===== config.mk =====
export PLATFORM = sky130hd
export DESIGN_NAME = relative_dial_report_pulser_unit_flat
export DESIGN_NICKNAME = d
export VERILOG_FILES = /design/src/hdl/rdrp_pkg.sv /design/src/hdl/rdrp_in_if.sv /design/src/hdl/rdrp_out_if.sv /design/src/hdl/rdrp_core.sv /design/src/hdl/relative_dial_report_pulser_unit.sv /design/src/flat_wrapper.sv
export SDC_FILE = /design/constraint.sdc
export NUM_CORES = 1
export LEC_CHECK = 0
export BUFFER_PORTS_ARGS = -buffer_cell sky130_fd_sc_hd__buf_4
export CORE_UTILIZATION = 45
export DETAILED_ROUTE_END_ITERATION = 12
export SYNTH_ARGS = -nofsm -noshare
export SYNTH_HDL_FRONTEND = slang
export SYNTH_SLANG_ARGS = --single-unit

===== constraint.sdc =====
create_clock -name clk_i -period 7.25 [get_ports clk_i]
set_input_delay 0.725 -clock clk_i [delete_from_list [all_inputs] [get_ports clk_i]]
set_output_delay 0.725 -clock clk_i [all_outputs]
set_load 0.02 [all_outputs]

===== src/hdl/rdrp_pkg.sv =====
// Types and constants shared by the relative dial report pulser.
`default_nettype none

package rdrp_pkg;

  localparam int unsigned NumDials = 4;

  typedef enum logic [1:0] {
    OP_SAMPLE    = 2'd0,
    OP_HOST_READ = 2'd1,
    OP_TICK      = 2'd2
  } op_e;

  localparam logic signed [7:0] ACC_MAX    = 8'sd127;
  localparam logic signed [7:0] ACC_MIN    = -8'sd127;
  localparam logic [7:0]        BTN_BIT    = 8'h80;
  localparam logic [6:0]        STEP_MINUS = 7'h7F;
  localparam logic [6:0]        STEP_PLUS  = 7'h01;
  localparam logic [1:0]        PULSE_DN   = 2'b01;
  localparam logic [1:0]        PULSE_UP   = 2'b10;

  typedef struct packed {
    logic [1:0]        operation;
    logic signed [7:0] delta_0;
    logic signed [7:0] delta_1;
    logic signed [7:0] delta_2;
    logic signed [7:0] delta_3;
    logic [15:0]       autopilot_word;
    logic [23:0]       switch_bits;
    logic [3:0]        dial_buttons;
  } in_item_t;

  typedef struct packed {
    logic [7:0]  pulse_bits;
    logic [7:0]  dial_byte_0;
    logic [7:0]  dial_byte_1;
    logic [7:0]  dial_byte_2;
    logic [7:0]  dial_byte_3;
    logic [15:0] report_autopilot;
    logic [23:0] report_switches;
    logic        report_pending;
  } out_item_t;

endpackage

`default_nettype wire


===== src/hdl/rdrp_in_if.sv =====
// Input channel: valid/ready handshake carrying one sample or command item.
`default_nettype none

interface rdrp_in_if
  import rdrp_pkg::*;
();
  logic     valid;
  logic     ready;
  in_item_t data;

  modport source (output valid, output data, input ready);
  modport sink   (input valid, input data, output ready);
endinterface

`default_nettype wire


===== src/hdl/rdrp_out_if.sv =====
// Output channel: valid/ready handshake carrying one report snapshot.
`default_nettype none

interface rdrp_out_if
  import rdrp_pkg::*;
();
  logic      valid;
  logic      ready;
  out_item_t data;

  modport source (output valid, output data, input ready);
  modport sink   (input valid, input data, output ready);
endinterface

`default_nettype wire


===== src/hdl/rdrp_core.sv =====
// Dial accumulator state, pulse builder and report register update.
`default_nettype none

module rdrp_core
  import rdrp_pkg::*;
(
  input  wire logic      clk_i,
  input  wire logic      rst_ni,
  input  wire logic      fire_i,
  input  wire in_item_t  item_i,
  input  wire logic      slow_mode_i,
  output out_item_t      result_o
);

  logic signed [7:0] acc_q [NumDials];
  logic signed [7:0] acc_d [NumDials];
  logic [15:0]       auto_q, auto_d;
  logic [23:0]       sw_q, sw_d;
  logic [3:0]        btn_q, btn_d;
  logic [7:0]        built_q, built_d;
  logic [7:0]        rpt_pulse_q, rpt_pulse_d;
  logic [7:0]        rpt_dial_q [NumDials];
  logic [7:0]        rpt_dial_d [NumDials];
  logic [15:0]       rpt_auto_q, rpt_auto_d;
  logic [23:0]       rpt_sw_q, rpt_sw_d;
  logic              pending_q, pending_d;

  logic signed [7:0] delta [NumDials];
  logic signed [8:0] sum [NumDials];
  logic signed [7:0] acc_s [NumDials];
  logic [7:0]        cand_dial [NumDials];
  logic [7:0]        bits;
  logic              pend_s;
  logic              gen;
  logic              diff;

  assign delta[0] = item_i.delta_0;
  assign delta[1] = item_i.delta_1;
  assign delta[2] = item_i.delta_2;
  assign delta[3] = item_i.delta_3;

  always_comb begin
    for (int i = 0; i < NumDials; i++) begin
      sum[i]   = $signed({acc_q[i][7], acc_q[i]}) + $signed({delta[i][7], delta[i]});
      acc_s[i] = acc_q[i];
    end
    auto_d = auto_q;
    sw_d   = sw_q;
    btn_d  = btn_q;
    pend_s = pending_q;
    case (op_e'(item_i.operation))
      OP_SAMPLE: begin
        for (int i = 0; i < NumDials; i++) begin
          if (sum[i] < $signed({ACC_MIN[7], ACC_MIN})) begin
            acc_s[i] = ACC_MIN;
          end else if (sum[i] > $signed({ACC_MAX[7], ACC_MAX})) begin
            acc_s[i] = ACC_MAX;
          end else begin
            acc_s[i] = sum[i][7:0];
          end
        end
        auto_d = item_i.autopilot_word;
        sw_d   = item_i.switch_bits;
        btn_d  = item_i.dial_buttons;
      end
      OP_HOST_READ: begin
        pend_s = 1'b0;
      end
      default: begin
      end
    endcase

    // Pulses only while the host has read the last report and fast mode is on
    gen  = !pend_s && !slow_mode_i;
    bits = '0;
    for (int i = 0; i < NumDials; i++) begin
      acc_d[i]     = acc_s[i];
      cand_dial[i] = btn_d[i] ? BTN_BIT : 8'h00;
      // A dial that pulsed in the last build rests for one build
      if (gen && built_q[2*i +: 2] == 2'b00) begin
        if (acc_s[i] < 0) begin
          bits[2*i +: 2]    = PULSE_DN;
          cand_dial[i][6:0] = STEP_MINUS;
          acc_d[i]          = acc_s[i] + 8'sd1;
        end else if (acc_s[i] > 0) begin
          bits[2*i +: 2]    = PULSE_UP;
          cand_dial[i][6:0] = STEP_PLUS;
          acc_d[i]          = acc_s[i] - 8'sd1;
        end
      end
    end
    built_d = gen ? bits : built_q;

    diff = (built_d != rpt_pulse_q) || (auto_d != rpt_auto_q) || (sw_d != rpt_sw_q);
    for (int i = 0; i < NumDials; i++) begin
      if (cand_dial[i] != rpt_dial_q[i]) begin
        diff = 1'b1;
      end
    end

    rpt_pulse_d = diff ? built_d : rpt_pulse_q;
    rpt_auto_d  = diff ? auto_d  : rpt_auto_q;
    rpt_sw_d    = diff ? sw_d    : rpt_sw_q;
    for (int i = 0; i < NumDials; i++) begin
      rpt_dial_d[i] = diff ? cand_dial[i] : rpt_dial_q[i];
    end
    pending_d = pend_s || diff;
  end

  always_ff @(posedge clk_i or negedge rst_ni) begin
    if (!rst_ni) begin
      for (int i = 0; i < NumDials; i++) begin
        acc_q[i]      <= '0;
        rpt_dial_q[i] <= '0;
      end
      auto_q      <= '0;
      sw_q        <= '0;
      btn_q       <= '0;
      built_q     <= '0;
      rpt_pulse_q <= '0;
      rpt_auto_q  <= '0;
      rpt_sw_q    <= '0;
      pending_q   <= 1'b1;
    end else if (fire_i) begin
      for (int i = 0; i < NumDials; i++) begin
        acc_q[i]      <= acc_d[i];
        rpt_dial_q[i] <= rpt_dial_d[i];
      end
      auto_q      <= auto_d;
      sw_q        <= sw_d;
      btn_q       <= btn_d;
      built_q     <= built_d;
      rpt_pulse_q <= rpt_pulse_d;
      rpt_auto_q  <= rpt_auto_d;
      rpt_sw_q    <= rpt_sw_d;
      pending_q   <= pending_d;
    end
  end

  assign result_o.pulse_bits       = rpt_pulse_d;
  assign result_o.dial_byte_0      = rpt_dial_d[0];
  assign result_o.dial_byte_1      = rpt_dial_d[1];
  assign result_o.dial_byte_2      = rpt_dial_d[2];
  assign result_o.dial_byte_3      = rpt_dial_d[3];
  assign result_o.report_autopilot = rpt_auto_d;
  assign result_o.report_switches  = rpt_sw_d;
  assign result_o.report_pending   = pending_d;

endmodule

`default_nettype wire


===== src/hdl/relative_dial_report_pulser_unit.sv =====
// Relative dial report pulser: input register, report update, result register.
// Usage:
//   in_if  (sink)  : one item per transfer: sample (deltas plus switch,
//                    autopilot and button fields), host read, or update tick.
//   out_if (source): one report snapshot per accepted item, in order.
//   cfg_we_i/cfg_wdata_i: slow_mode, written while the block is idle.
// Timing:
//   An item is captured in the input register on its transfer edge and its
//   result is loaded into the output register on the first edge at which
//   the output register is empty or being taken. The report update is one
//   pass of adds, saturation and compares on the state registers, so one
//   item per cycle is sustained while out_if.ready stays high.
// Reset:
//   Accumulators, latched fields and the report clear; the report is marked
//   pending, so no dial pulses come out until the first host read.
// Stall:
//   While out_if.ready is low the result holds; one more item may wait in
//   the input register, then in_if.ready drops until the result is taken.
`default_nettype none

module relative_dial_report_pulser_unit
  import rdrp_pkg::*;
(
  input  wire logic clk_i,
  input  wire logic rst_ni,
  rdrp_in_if.sink   in_if,
  rdrp_out_if.source out_if,
  input  wire logic cfg_we_i,
  input  wire logic cfg_wdata_i
);

  in_item_t  in_q;
  logic      in_vld_q;
  out_item_t out_q;
  logic      out_vld_q;
  logic      slow_mode_q;
  logic      fire;
  logic      in_xfer;
  out_item_t result;

  assign fire        = in_vld_q && (!out_vld_q || out_if.ready);
  assign in_if.ready = !in_vld_q || fire;
  assign in_xfer     = in_if.valid && in_if.ready;

  always_ff @(posedge clk_i or negedge rst_ni) begin
    if (!rst_ni) begin
      in_vld_q    <= 1'b0;
      out_vld_q   <= 1'b0;
      slow_mode_q <= 1'b0;
    end else begin
      if (in_xfer) begin
        in_vld_q <= 1'b1;
      end else if (fire) begin
        in_vld_q <= 1'b0;
      end
      if (fire) begin
        out_vld_q <= 1'b1;
      end else if (out_if.ready) begin
        out_vld_q <= 1'b0;
      end
      if (cfg_we_i) begin
        slow_mode_q <= cfg_wdata_i;
      end
    end
  end

  always_ff @(posedge clk_i) begin
    if (in_xfer) begin
      in_q <= in_if.data;
    end
    if (fire) begin
      out_q <= result;
    end
  end

  rdrp_core u_core (
    .clk_i      (clk_i),
    .rst_ni     (rst_ni),
    .fire_i     (fire),
    .item_i     (in_q),
    .slow_mode_i(slow_mode_q),
    .result_o   (result)
  );

  assign out_if.valid = out_vld_q;
  assign out_if.data  = out_q;

endmodule

`default_nettype wire

===== src/flat_wrapper.sv =====
// flat-port wrapper written by rule: the top's interface ports become plain ports
module relative_dial_report_pulser_unit_flat import rdrp_pkg::*;
  (clk_i, rst_ni, cfg_we_i, cfg_wdata_i, in_if_valid, in_if_data, in_if_ready, out_if_valid, out_if_data, out_if_ready);
  rdrp_in_if in_if_i ();
  rdrp_out_if out_if_i ();
  input  wire logic clk_i;
  input  wire logic rst_ni;
  input  wire logic cfg_we_i;
  input  wire logic cfg_wdata_i;
  input wire logic [$bits(in_if_i.valid)-1:0] in_if_valid;
  input wire logic [$bits(in_if_i.data)-1:0] in_if_data;
  output wire logic [$bits(in_if_i.ready)-1:0] in_if_ready;
  output wire logic [$bits(out_if_i.valid)-1:0] out_if_valid;
  output wire logic [$bits(out_if_i.data)-1:0] out_if_data;
  input wire logic [$bits(out_if_i.ready)-1:0] out_if_ready;
  assign in_if_i.valid = in_if_valid;
  assign in_if_i.data = in_if_data;
  assign in_if_ready = in_if_i.ready;
  assign out_if_valid = out_if_i.valid;
  assign out_if_data = out_if_i.data;
  assign out_if_i.ready = out_if_ready;
  relative_dial_report_pulser_unit u_core (.clk_i(clk_i), .rst_ni(rst_ni), .in_if(in_if_i), .out_if(out_if_i), .cfg_we_i(cfg_we_i), .cfg_wdata_i(cfg_wdata_i));
endmodule

Word level (Yosys, flattened, before mapping)
Cells that the tools add are included. W data, S select, Z words.

Register bits after elaboration: 327. Logic and storage cells: 163. Bits of input ports: 84. Output and inout port bits: 83.

Magnitude comparators: 16. Reduce and logical (&&, ||, !) cells: 23. Add/subtract/negate cells: 12. Equality and inequality tests: 8. Mux-type cells: 69.

Operator list (count): $mux W8 (30); $mux W7 (12); $mux W24 (2); $ne A8 B8 Y1 (5); $add A8 B8 Y9 (4); $gt A9 B8 Y1 const B (4); $lt A9 B8 Y1 const B (4); $add A8 B2 Y8 const B (4); $gt A8 B1 Y1 const B (4); $lt A8 B1 Y1 const B (4); $mux W16 (2); $mux W32 (1); $sub A8 B2 Y8 const B (4); $mux W2 (12); $ne A24 B24 Y1 (1); $ne A16 B16 Y1 (1); $logic_not A2 Y1 (5); $mux W1 (9); $logic_and A1 B1 Y1 (7); $logic_or A1 B1 Y1 (5); $logic_not A1 Y1 (4); $mux W4 (1); $reduce_bool A2 Y1 (2); $eq A2 B1 Y1 const B (1).

Depth between registers and ports, before layout
Depth after elaboration: 18. Depth in mapped cells: 18. Gate-level depth less buffers: 18.

By module
From an unflattened synthesis, not the netlist that was laid out.

Cell total of the unflattened synthesis: 1650. Area total of the unflattened synthesis: 17270.3 sq um.

By module, submodules not included: rdrp_core (instances 1, cells an instance 1481, area an instance 12355.6 sq um); relative_dial_report_pulser_unit (instances 1, cells an instance 169, area an instance 4914.7 sq um).

Worst setup path after synthesis
Ideal clock, no wire load.

Kind: input to register. From: in out_if_ready. To: reg u_core.out_q (netlist bit u_core.out_if.data[0]), enable pin. Stages on the path: 5. Path buffers: 2. Slack: 3.004 ns. Data arrival time: 3.769 ns. Setup time: 0.477 ns. Required time: 6.773 ns. Cells stage by stage: nand2b_1 nand2_1 clkinv_1 clkbuf_1 clkbuf_1.

Word-level cells in the longest chain between the ends: 2.

Ends and longest elaborated chain: start, declared (RTL line flat_wrapper.sv:15) `input wire logic [$bits(out_if_i.ready)-1:0] out_if_ready;`; $logic_or A1 B1 Y1 (RTL line relative_dial_report_pulser_unit.sv:41) `assign fire = in_vld_q && (!out_vld_q || out_if.ready);`; $logic_and A1 B1 Y1 (RTL line relative_dial_report_pulser_unit.sv:41); named net u_core.fire (RTL line relative_dial_report_pulser_unit.sv:37) `logic fire;`; end signal, assigned (RTL line relative_dial_report_pulser_unit.sv:72) `out_q <= result;`; end, declared (RTL line relative_dial_report_pulser_unit.sv:34) `out_item_t out_q;`.

The timed path passes the listed nets, and every way through them passes these cells. A chain may end at the register's enable or synchronous reset.

==> flow_summary.ini <==
[global_routing]
grt_max_degree = 175
grt_pass1_vias = 12700
gr-total-overflow = 0
grt_pass1_wl_um = 68900
grt_antenna_before_repair = 0
track_usage_pct = 22.9

[timing]
finalMaxSlewViolations = 0
fmax_ghz = 0.204
clock_skew_ps = 18.8
tns_ps = 0
hold_viol = 0
slew-limit-headroom_pct = 23.0
post-route-period-util_pct = 67.6
setup_ws_ps = 2350
rsz0062_at_grt = false
fin_crit_ps = 4900
setup_violations = 0
tightestPinTransition_ps = 1150
hold_ws_ps = 215

[cells_and_area]
final_area_sq_mm = 0.0199
layout_commonest_cell = buf_4
syn_to_final_growth_pct = 17.3
final_cell_mix = 174 x buf_4, 169 x nand2_1, 167 x dfrtp_1, 159 x edfxtp_1, 98 x inv_1
nets = 1900
final_core_util_pct = 54.0
diodes = 0
num-fill-cells = 3252
drive_gt1_share_pct = 15.0

[die]
die_y_um = 196
start_util_pct = 46.0
io_pins = 167
num_rows = 70
die_area_sq_mm = 0.0385
core_area_sq_mm = 0.0369
die_x_um = 196

[logic_synthesis]
ys_warn_count = 0
synth.yosys.seq_area_share_pct = 53.0
synthesis.nets = 1757
avgSynthCellArea_sq_um = 10.4
syn-cell-area_sq_mm = 0.0170
syn_inst = 1625
synth_edf_count = 159
ys_ff_latch = 327
synthFlopType = dfrtp_1
async_flop_share_pct = 51.4
synth_cell_types = 91

[place]
hpwlAfterDp_um = 30300
port_buffers = 166
dp_slack_ps = 2470
gp_congestion = 0.887
postPlaceCellArea_sq_mm = 0.0187

[clocking]
cts_max_path_buffers = 3
cts_buffers = 37
clock_latency_ps = 560
ctsResizeCount = 0
h-tree-depth = 2
clk_pin_slew_worst_paths_ps = 60
cts.hold.buffers_added = 0
post-cts-setup-buffers = 0
clock-sinks = 327
cts-root-buf = clkbuf_16
cts_tree = built

[route]
via_count = 13000
via_per_inst = 5.66
wirelength_um = 43600
routedWlPerCell_um = 18.9
drtIter0Drc = 846
postRouteAntennaNets = 0
drc = 0
drtPass1Iterations = 6

[setup_path]
crit_slowest_cell = a31oi_1
required_ps = 7520
cpPeakStageDelay_ps = 930
cp.arrival_ps = 5170
cp_cell_sequence = ha_1, fa_1, xor2_1, a2111oi_0, nor2_1, nor4b_1, o21a_1, o22ai_1, ha_1, o21ai_0, nor2_1, o31a_1, a31oi_1, o211ai_1, o21ai_0, o2111ai_1
r2r-start = u_core.u_core.acc_q[16]$_DFFE_PN0P_
cp-end-kind = flop
start_kind = flop
cp_max_fo = 12
cp-startpoint = u_core.u_core.acc_q[16]$_DFFE_PN0P_
path_class = reg -> reg

[power]
ir_drop_mv = 0.173
power.leakage_nw = 8.50
powerDensity_mw_per_mm2 = 369

[outcome]
status = finished clean

[run]
maxCapViolCount = 0

[min_path]
hp-class = in -> async
-- cells by family (layout without fill, tap and decap cells) --
kind of cell | count (synthesis) | count (layout) | synth area share, %
AO/OA/AOI/OAI | 493 | 493 | 20.2
XOR/XNOR | 80 | 80 | 4.13
adder cells (fa/ha/maj) | 54 | 54 | 4.08
buffers and inverters | 173 | 345 | 3.93
flip-flops | 327 | 327 | 53.0
multiplexers | 19 | 19 | 1.16
AND/OR/NAND/NOR | 479 | 479 | 13.6
-- stage by stage --
stage               power, mW  std cells
finish                   7.35       2301
global route             7.83       2301
CTS                      7.39       2301
detailed placement       5.46       2233
global placement         5.43       2233
floorplan                4.68       1625
-- routing by layer --
metal  track usage [%]  vias to the layer above  wire length [um]
met2              37.6                      317             20900
met5                 0                        -                 0
met1              31.3                     6355             19700
met3              3.90                       70              2060
li1                  -                     6282                 -
met4              6.25                        0               938
-- registers in the layout (all words and copies together), names as in the netlist --
name                       flops
u_core.u_core.built_q          8
u_core.u_core.auto_q          16
u_core.slow_mode_q             1
u_core.in_q                   78
u_core.out_if.valid            1
u_core.u_core.sw_q            24
u_core.u_core.rpt_pulse_q      8
u_core.in_vld_q                1
u_core.u_core.rpt_dial_q      32
u_core.u_core.rpt_sw_q        24
u_core.u_core.pending_q        1
u_core.u_core.btn_q            4
u_core.u_core.rpt_auto_q      16
u_core.u_core.acc_q           32
u_core.out_if.data            81
-- Yosys cell counts, types with 14 or more instances --
library cell	count	area share, %
or3_1	15	0.55
a21oi_1	68	2.0
nand2_1	170	3.8
o21ai_0	77	2.3
a21o_1	39	1.7
nor4_1	17	0.63
a31oi_1	24	0.89
o22ai_1	27	1.0
o31ai_1	14	0.62
dfrtp_1	167	25
nand3_1	44	1.3
mux2i_1	16	0.94
nand4_1	16	0.59
o21ai_1	23	0.68
nor3_1	30	0.89
xnor2_1	48	2.5
a21boi_0	33	1.5
nor2_1	92	2.0
clkbuf_1	54	1.2
ha_1	44	3.2
o21a_1	53	2.3
nand2b_1	31	1.1
inv_1	98	2.2
xor2_1	32	1.7
edfxtp_1	159	28
-- worst max-delay path, delay by kind of cell (launching register included) --
family                   cells  cell delay, ps
XOR/XNOR                     1             210
AO/OA/AOI/OAI                9            2620
AND/OR/NAND/NOR              3             480
flip-flops                   1             400
adder cells (fa/ha/maj)      3             910
-- where the power goes --
| group | internal, mW | total [mW] | switching (mW) |
|---|---|---|---|
| Sequential | 2.31 | 2.63 | 0.313 |
| Combinational | 1.11 | 2.83 | 1.72 |
| Clock | 1.12 | 1.89 | 0.767 |
-- path summary, 6_finish.rpt --
check                                                            to  slack (ps)  depth (start not counted)
min in group clk_i                         u_core.in_q[3]$_DFFE_PP_         340                          1
setup / recovery                    u_core.out_if.data[0]$_DFFE_PP_        2350                         16
max in group asynchronous       u_core.u_core.acc_q[17]$_DFFE_PN0P_        5860                          2
hold / removal               u_core.u_core.rpt_sw_q[22]$_DFFE_PN0P_         220                          1
hold reg to reg            u_core.u_core.rpt_dial_q[11]$_DFFE_PN0P_         500                          1
setup reg to reg                    u_core.out_if.data[0]$_DFFE_PP_        2350                         16
-- area by class of cell --
cell class              instances  area (sq um)  share of cell area (%)
flip-flops and latches        327          8980                    45.1
clock inverters                16           153                   0.767
inverters                     101           387                    1.94
clock buffers                  52          1080                    5.45
repair buffers                176          1340                    6.72
multi-input cells            1125          7330                    36.8
well taps                     504           631                    3.17
Power figures use the tool's default switching activity.
